===== src/hdl/mrif_pkg.sv =====
// Package for the median relative image flagger.
// Holds the sequencer state codes, the register map and the config struct.
// No dependencies.
package mrif_pkg;

    localparam int IDX_W   = 6;
    localparam int CNT_W   = 7;
    localparam int SH_W    = 32;
    localparam int OB_W    = 16;
    localparam int FR_W    = 17;
    localparam int MSH_W   = 33;
    localparam int MOB_W   = 17;
    localparam int SFL_W   = MSH_W + FR_W;
    localparam int OFL_W   = MOB_W + FR_W;
    localparam int PADDR_W = 4;

    localparam logic [1:0] REG_BLUR   = 2'd0;
    localparam logic [1:0] REG_WEAK   = 2'd1;
    localparam logic [1:0] REG_OVER   = 2'd2;

    localparam logic [FR_W-1:0] RST_BLUR = 17'd32768;
    localparam logic [FR_W-1:0] RST_WEAK = 17'd16384;
    localparam logic [FR_W-1:0] RST_OVER = 17'd3277;

    localparam logic [2:0] S_IDLE = 3'd0;
    localparam logic [2:0] S_CAND = 3'd1;
    localparam logic [2:0] S_CAP  = 3'd2;
    localparam logic [2:0] S_SCAN = 3'd3;
    localparam logic [2:0] S_DEC  = 3'd4;
    localparam logic [2:0] S_MED  = 3'd5;
    localparam logic [2:0] S_MUL  = 3'd6;
    localparam logic [2:0] S_FLAG = 3'd7;

    typedef struct packed {
        logic [FR_W-1:0] blur;
        logic [FR_W-1:0] wobs;
        logic [FR_W-1:0] over;
    } t_cfg;

endpackage


===== src/hdl/mrif_cfg.sv =====
// Configuration register file on an APB-style port.
// Depends on mrif_pkg.
module mrif_cfg (
    input  logic                          i_clk,
    input  logic                          i_rst_n,
    input  logic                          psel,
    input  logic                          penable,
    input  logic                          pwrite,
    input  logic [mrif_pkg::PADDR_W-1:0]  paddr,
    input  logic [31:0]                   pwdata,
    output logic [31:0]                   prdata,
    output logic                          pready,
    output mrif_pkg::t_cfg                o_cfg
);
    mrif_pkg::t_cfg r_cfg;
    logic           w_wr;

    assign pready = 1'b1;
    assign w_wr   = psel & penable & pwrite;
    assign o_cfg  = r_cfg;

    always_ff @(posedge i_clk) begin
        if (!i_rst_n) begin
            r_cfg.blur <= mrif_pkg::RST_BLUR;
            r_cfg.wobs <= mrif_pkg::RST_WEAK;
            r_cfg.over <= mrif_pkg::RST_OVER;
        end else if (w_wr) begin
            case (paddr[3:2])
                mrif_pkg::REG_BLUR: r_cfg.blur <= pwdata[mrif_pkg::FR_W-1:0];
                mrif_pkg::REG_WEAK: r_cfg.wobs <= pwdata[mrif_pkg::FR_W-1:0];
                mrif_pkg::REG_OVER: r_cfg.over <= pwdata[mrif_pkg::FR_W-1:0];
                default: ;
            endcase
        end
    end

    always_comb begin
        case (paddr[3:2])
            mrif_pkg::REG_BLUR: prdata = {15'd0, r_cfg.blur};
            mrif_pkg::REG_WEAK: prdata = {15'd0, r_cfg.wobs};
            mrif_pkg::REG_OVER: prdata = {15'd0, r_cfg.over};
            default:            prdata = 32'd0;
        endcase
    end

endmodule

===== config.mk =====
export PLATFORM = sky130hd
export DESIGN_NAME = mrif_cfg
export DESIGN_NICKNAME = d
export VERILOG_FILES = /design/src/hdl/mrif_pkg.sv /design/src/hdl/mrif_cfg.sv
export SDC_FILE = /design/constraint.sdc
export NUM_CORES = 1
export LEC_CHECK = 0
export ABC_AREA = 1
export BUFFER_PORTS_ARGS = -buffer_cell sky130_fd_sc_hd__buf_2
export CAP_MARGIN = 20
export CORE_ASPECT_RATIO = 1.2
export CORE_MARGIN = 3
export CORE_UTILIZATION = 25
export CTS_BUF_LIST = sky130_fd_sc_hd__clkbuf_8
export DETAILED_ROUTE_END_ITERATION = 8
export SLEW_MARGIN = 20
export SYNTH_ARGS = -nofsm -noshare
export SYNTH_HDL_FRONTEND = slang
export SYNTH_SLANG_ARGS = --single-unit

===== constraint.sdc =====
create_clock -name i_clk -period 1.55 [get_ports i_clk]
set_input_delay 0.0775 -clock i_clk [delete_from_list [all_inputs] [get_ports i_clk]]
set_output_delay 0.0775 -clock i_clk [all_outputs]
set_load 0.05 [all_outputs]

# Word-level counts from Yosys, hierarchy flattened
# Cells that the tools add are included.
[word_totals]
ff_bits = 51
input_bits = 41
wordCells = 12
output_inout_bits = 84
[classes]
reduce_logical = 4
mux = 1
bitwise = 2
eq_ne = 2
[ops]
columns = ["op", "count"]
rows = [
  ["one-hot mux 17 bit (3 select lines)", 1],
  ["AND reduction 2 bit", 3],
  ["bitwise AND 1 bit", 2],
  ["equality test 2 x 1 -> 1 bit, second input constant", 1],
  ["equality test 2 bit, second input constant", 1],
  ["logical NOT 2 bit", 1],
]

# Longest topological paths before layout
[logic_depth]
depth_word = 3
depth_mapped = 6
mapped_depth_nobuf = 5

# Worst setup path before layout
# OpenSTA, ideal clock, no wires.
[synth_timing]
kind = "flip-flop to output port"
startpoint = "reg r_cfg, in the netlist o_cfg[17]"
endpoint = "out prdata[0]"
t_arrival_ps = 1139
path_stages_with_launch = 3
path_buffers = 0
path_slack_ps = 333
required_time_ps = 1472
cell_sequence = "dfxtp_1 nand2_1 nand3_1"
[synth_via]
elab_chain_len = 1
[synth_lines]
columns = ["item", "line_no", "text"]
rows = [
  ["from (decl)", "mrif_cfg.sv:15", "mrif_pkg::t_cfg r_cfg;"],
  ["one-hot mux 17 bit (3 select lines)", "mrif_cfg.sv:38", "case (paddr[3:2])"],
  ["to (decl)", "mrif_cfg.sv:11", "output logic [31:0] prdata,"],
]
# Every way passes these cells.

# Worst setup path in the final report
[layout_timing]
startpoint = "reg r_cfg, in the netlist o_cfg[31]"
endpoint = "out prdata[14]"
# Same word-level chain as after synthesis.

==> impl_metrics.csv <==
group,metric,value,unit
pwr,switching_share,0.327,
pwr,pwr_density_cell,854,mW/mm²
pwr,p_int,1.89,mW
clocking,clock_path_buffers,2,
clocking,htree_num_levels,2,
grt,globalRouteTotalUtil,0.137,
grt,grt_pass1_wl,12400,µm
place,portBuffers,91,
critical_path,cp_cell_sequence,"nand2_1, nand3_1, buf_2",
critical_path,r2r-end,"o_cfg[31]",
synth,yosysTopAreaCell,"dfxtp_1",
timing,timing_max_transition_violations_final,0,
place,post-place-cells,592,
routing,post_detailed_routing_wire_length,7690,µm
place,detailedPlacementHpwl,5430,µm
timing,max_freq,818,MHz
critical_path,cp_slowest_stage_delay,0.39,ns
timing,report.final.hold_viol_count,0,
routing,drt_iter0_drc,116,
pwr,power,2.81,mW
critical_path,worst_r2r_startpoint,"o_cfg[31]",
floorplanning,ios,125,
pwr,comb_power_share,0.216,
floorplanning,die_w,97.3,µm
grt,grt_start_max_net_pins,52,
clocking,numClockSinks,51,
synth,ys_async_sr_fraction,0,
hold_path,min_path_cells,5,
synth,cell_area_after_synthesis,0.00250,mm²
synth,synth_seq_cells,51,
timing,finClkSkew,0,ns
place,place_congestion,0.774,
critical_path,worst-endpoint-required,1.47,ns
critical_path,timing.reg2reg.setup_slack,0.93,ns
finish,design.final.nets,526,
synth,syn_inst,386,
critical_path,critical_path.endpoint_type,"output port",
synth,synth-edff-count,0,
clocking,clk_transition_reported_paths,0.09,ns
floorplanning,floorplan.rows,39,
synth,synth.most_common_cell,"nand2_1",
timing,finalCritPeriodShare,0.788,
floorplanning,design.core.area,0.00966,mm²
finish,layout.cell_area.non_filler,0.00329,mm²
grt,globalRouteOverflowTotal,0,
synth,postSynth.topFlopCell,"dfxtp_1",
pwr,power.net_switching,0.917,mW
routing,first_pass_iters,4,
critical_path,critical_path.max_fanout,3,
synth,seq_area_frac_synth,0.408,
outcome,outcome,"finished clean",
pwr,sequentialPowerShare,0.484,
synth,post_synth_most_frequent_cells,"nand2_1, nor2_1, nand3_1, dfxtp_1, buf_4",
hold_path,worstHoldPathType,"input pin to register",
grt,number_of_antenna_violations_at_the_first_check_in_global_routing,0,
pwr,clkPwrFrac,0.299,
clocking,root_buffer,"clkbuf_8",
hold_path,hold_start,"pwdata[13]",
routing,drtAntennaViolNets,0,
routing,drc,0,
clocking,cts_tree,"yes",
finish,n_antenna_cell,0,
finish,area_growth_syn_to_layout,31.4,%
critical_path,critPathSlowestCell,"dfxtp_1",
clocking,cts.repair.resized,0,
floorplanning,die_h,116,µm
critical_path,type_of_element_launching_the_critical_path,"register",
timing,setup_viol_count_final,0,
timing,period_needed,1.22,ns
routing,vias_per_cell,4.36,
hold_path,hold_path_end,"o_cfg[47]",
pwr,irDropWorstVdd,372,µV
finish,fillers,1070,
clocking,clk_latency,0.30,ns
timing,fin_tns_setup,0,ns
synth,yosys.cell_types.count,16,
critical_path,worst_r2r_path_depth,2,
routing,num_vias,2653,
critical_path,crit_type,"register to output port",
finish,layout-drive-gt1-share,0.253,
finish,final_cell_count_without_fillers,609,
flow_run,max_cap_violations,0,
finish,number_of_flip_flops_under_the_largest_register_name,51,
synth,cell_types_with_the_largest_area_share_after_synthesis,"dfxtp_1, nand2_1, nand3_1, nor2_1, buf_4",
timing,hold_slack,0.110,ns
pwr,cellLeakagePower,1.68,nW
routing,wl_per_cell,12.6,µm
floorplanning,floorplan.die_area,0.0113,mm²
critical_path,critical_path_arrival,1.14,ns
synth,synth_top_area_frac,0.408,
floorplanning,initial_core_util,0.259,
clocking,tritoncts.num_buffers,5,
place,placement.cell_area,0.00310,mm²
synth,synth.avg_cell_area,6.48,µm²
timing,rsz0062_at_grt,"false",
grt,grt_pass1_vias,2474,
critical_path,critical_path_buf_inv_count,1,
synth,yosys_warnings,0,
critical_path,cp_top_family,"flip-flops",
## timing repair
| item | 4_1_cts | 5_1_grt |
|---|---|---|
| setup buffers | 0 | 0 |
| endpoints found under the hold margin | 9 | 0 |
| hold buffers | 9 | 0 |
## stage by stage
stage / util / worst slack (ns)
global placement: 0.321 / 0.310
global route: 0.340 / 0.255
finish: 0.340 / 0.328
detailed placement: 0.321 / 0.284
floorplan: - / 0.333
CTS: 0.340 / 0.294
## cells in the final DEF (no fill, tap or decap)
cell type	netlist	routed
nand2_1	114	114
buf_2	10	91
nor2_1	85	84
nand3_1	68	68
dfxtp_1	51	51
inv_1	18	19
conb_1	2	16
buf_4	20	12
dlygate4sd3_1	0	9
nor2_4	4	7
clkbuf_8	0	7
buf_12	0	3
inv_2	2	2
o21ai_0	2	2
nand3_2	1	1
## worst max-delay path by stage
stage / start / to / slack (ns) / cells past startpoint
3_3_place_gp: psel / o_cfg[2] / 0.31 / 6
2_1_floorplan: o_cfg[17] / prdata[0] / 0.33 / 2
3_5_place_dp: psel / o_cfg[0] / 0.28 / 6
5_1_grt: o_cfg[31] / prdata[14] / 0.25 / 3
4_1_cts: o_cfg[31] / prdata[14] / 0.29 / 3
6_report: o_cfg[31] / prdata[14] / 0.33 / 3
## layer usage
layer	wire length, µm	global-route usage	vias up
met4	64	0.0342	0
met1	3520	0.173	1203
met3	515	0.0337	5
li1	-	-	1355
met2	3590	0.236	90
met5	0	0	-
## power groups by stage
stage | logic, mW | registers, mW | clock network (mW)
after CTS | 0.611 | 1.36 | 0.903
after global routing | 0.653 | 1.36 | 0.933
final | 0.607 | 1.36 | 0.840
after floorplan | 0.367 | 1.49 | 0
after global placement | 0.589 | 1.39 | 0
after detailed placement | 0.594 | 1.39 | 0
## layout make-up
class | instances | area, µm² | share of cell area
inverter | 20 | 75.1 | 0.0228
tap | 123 | 154 | 0.0468
clock inverter | 1 | 3.75 | 0.00114
clock buffer | 7 | 96.3 | 0.0293
multi-input combinational | 292 | 1240 | 0.378
sequential | 51 | 1020 | 0.311
timing repair buffer | 115 | 696 | 0.212
## kinds of logic (layout without fill, tap and decap cells)
group	after synthesis	after routing	share of synthesized area
simple gates	274	274	0.462
buf+inv	57	143	0.123
compound gates	2	2	0.00400
other cells	2	16	0.00300
flops	51	51	0.408
## tightest hold or removal path: cells and delay by family
kind	cells	cell delay (ns)
and+or+nand+nor	3	0.17
buffers and inverters	2	0.13
(Power assumes the default switching activity.)
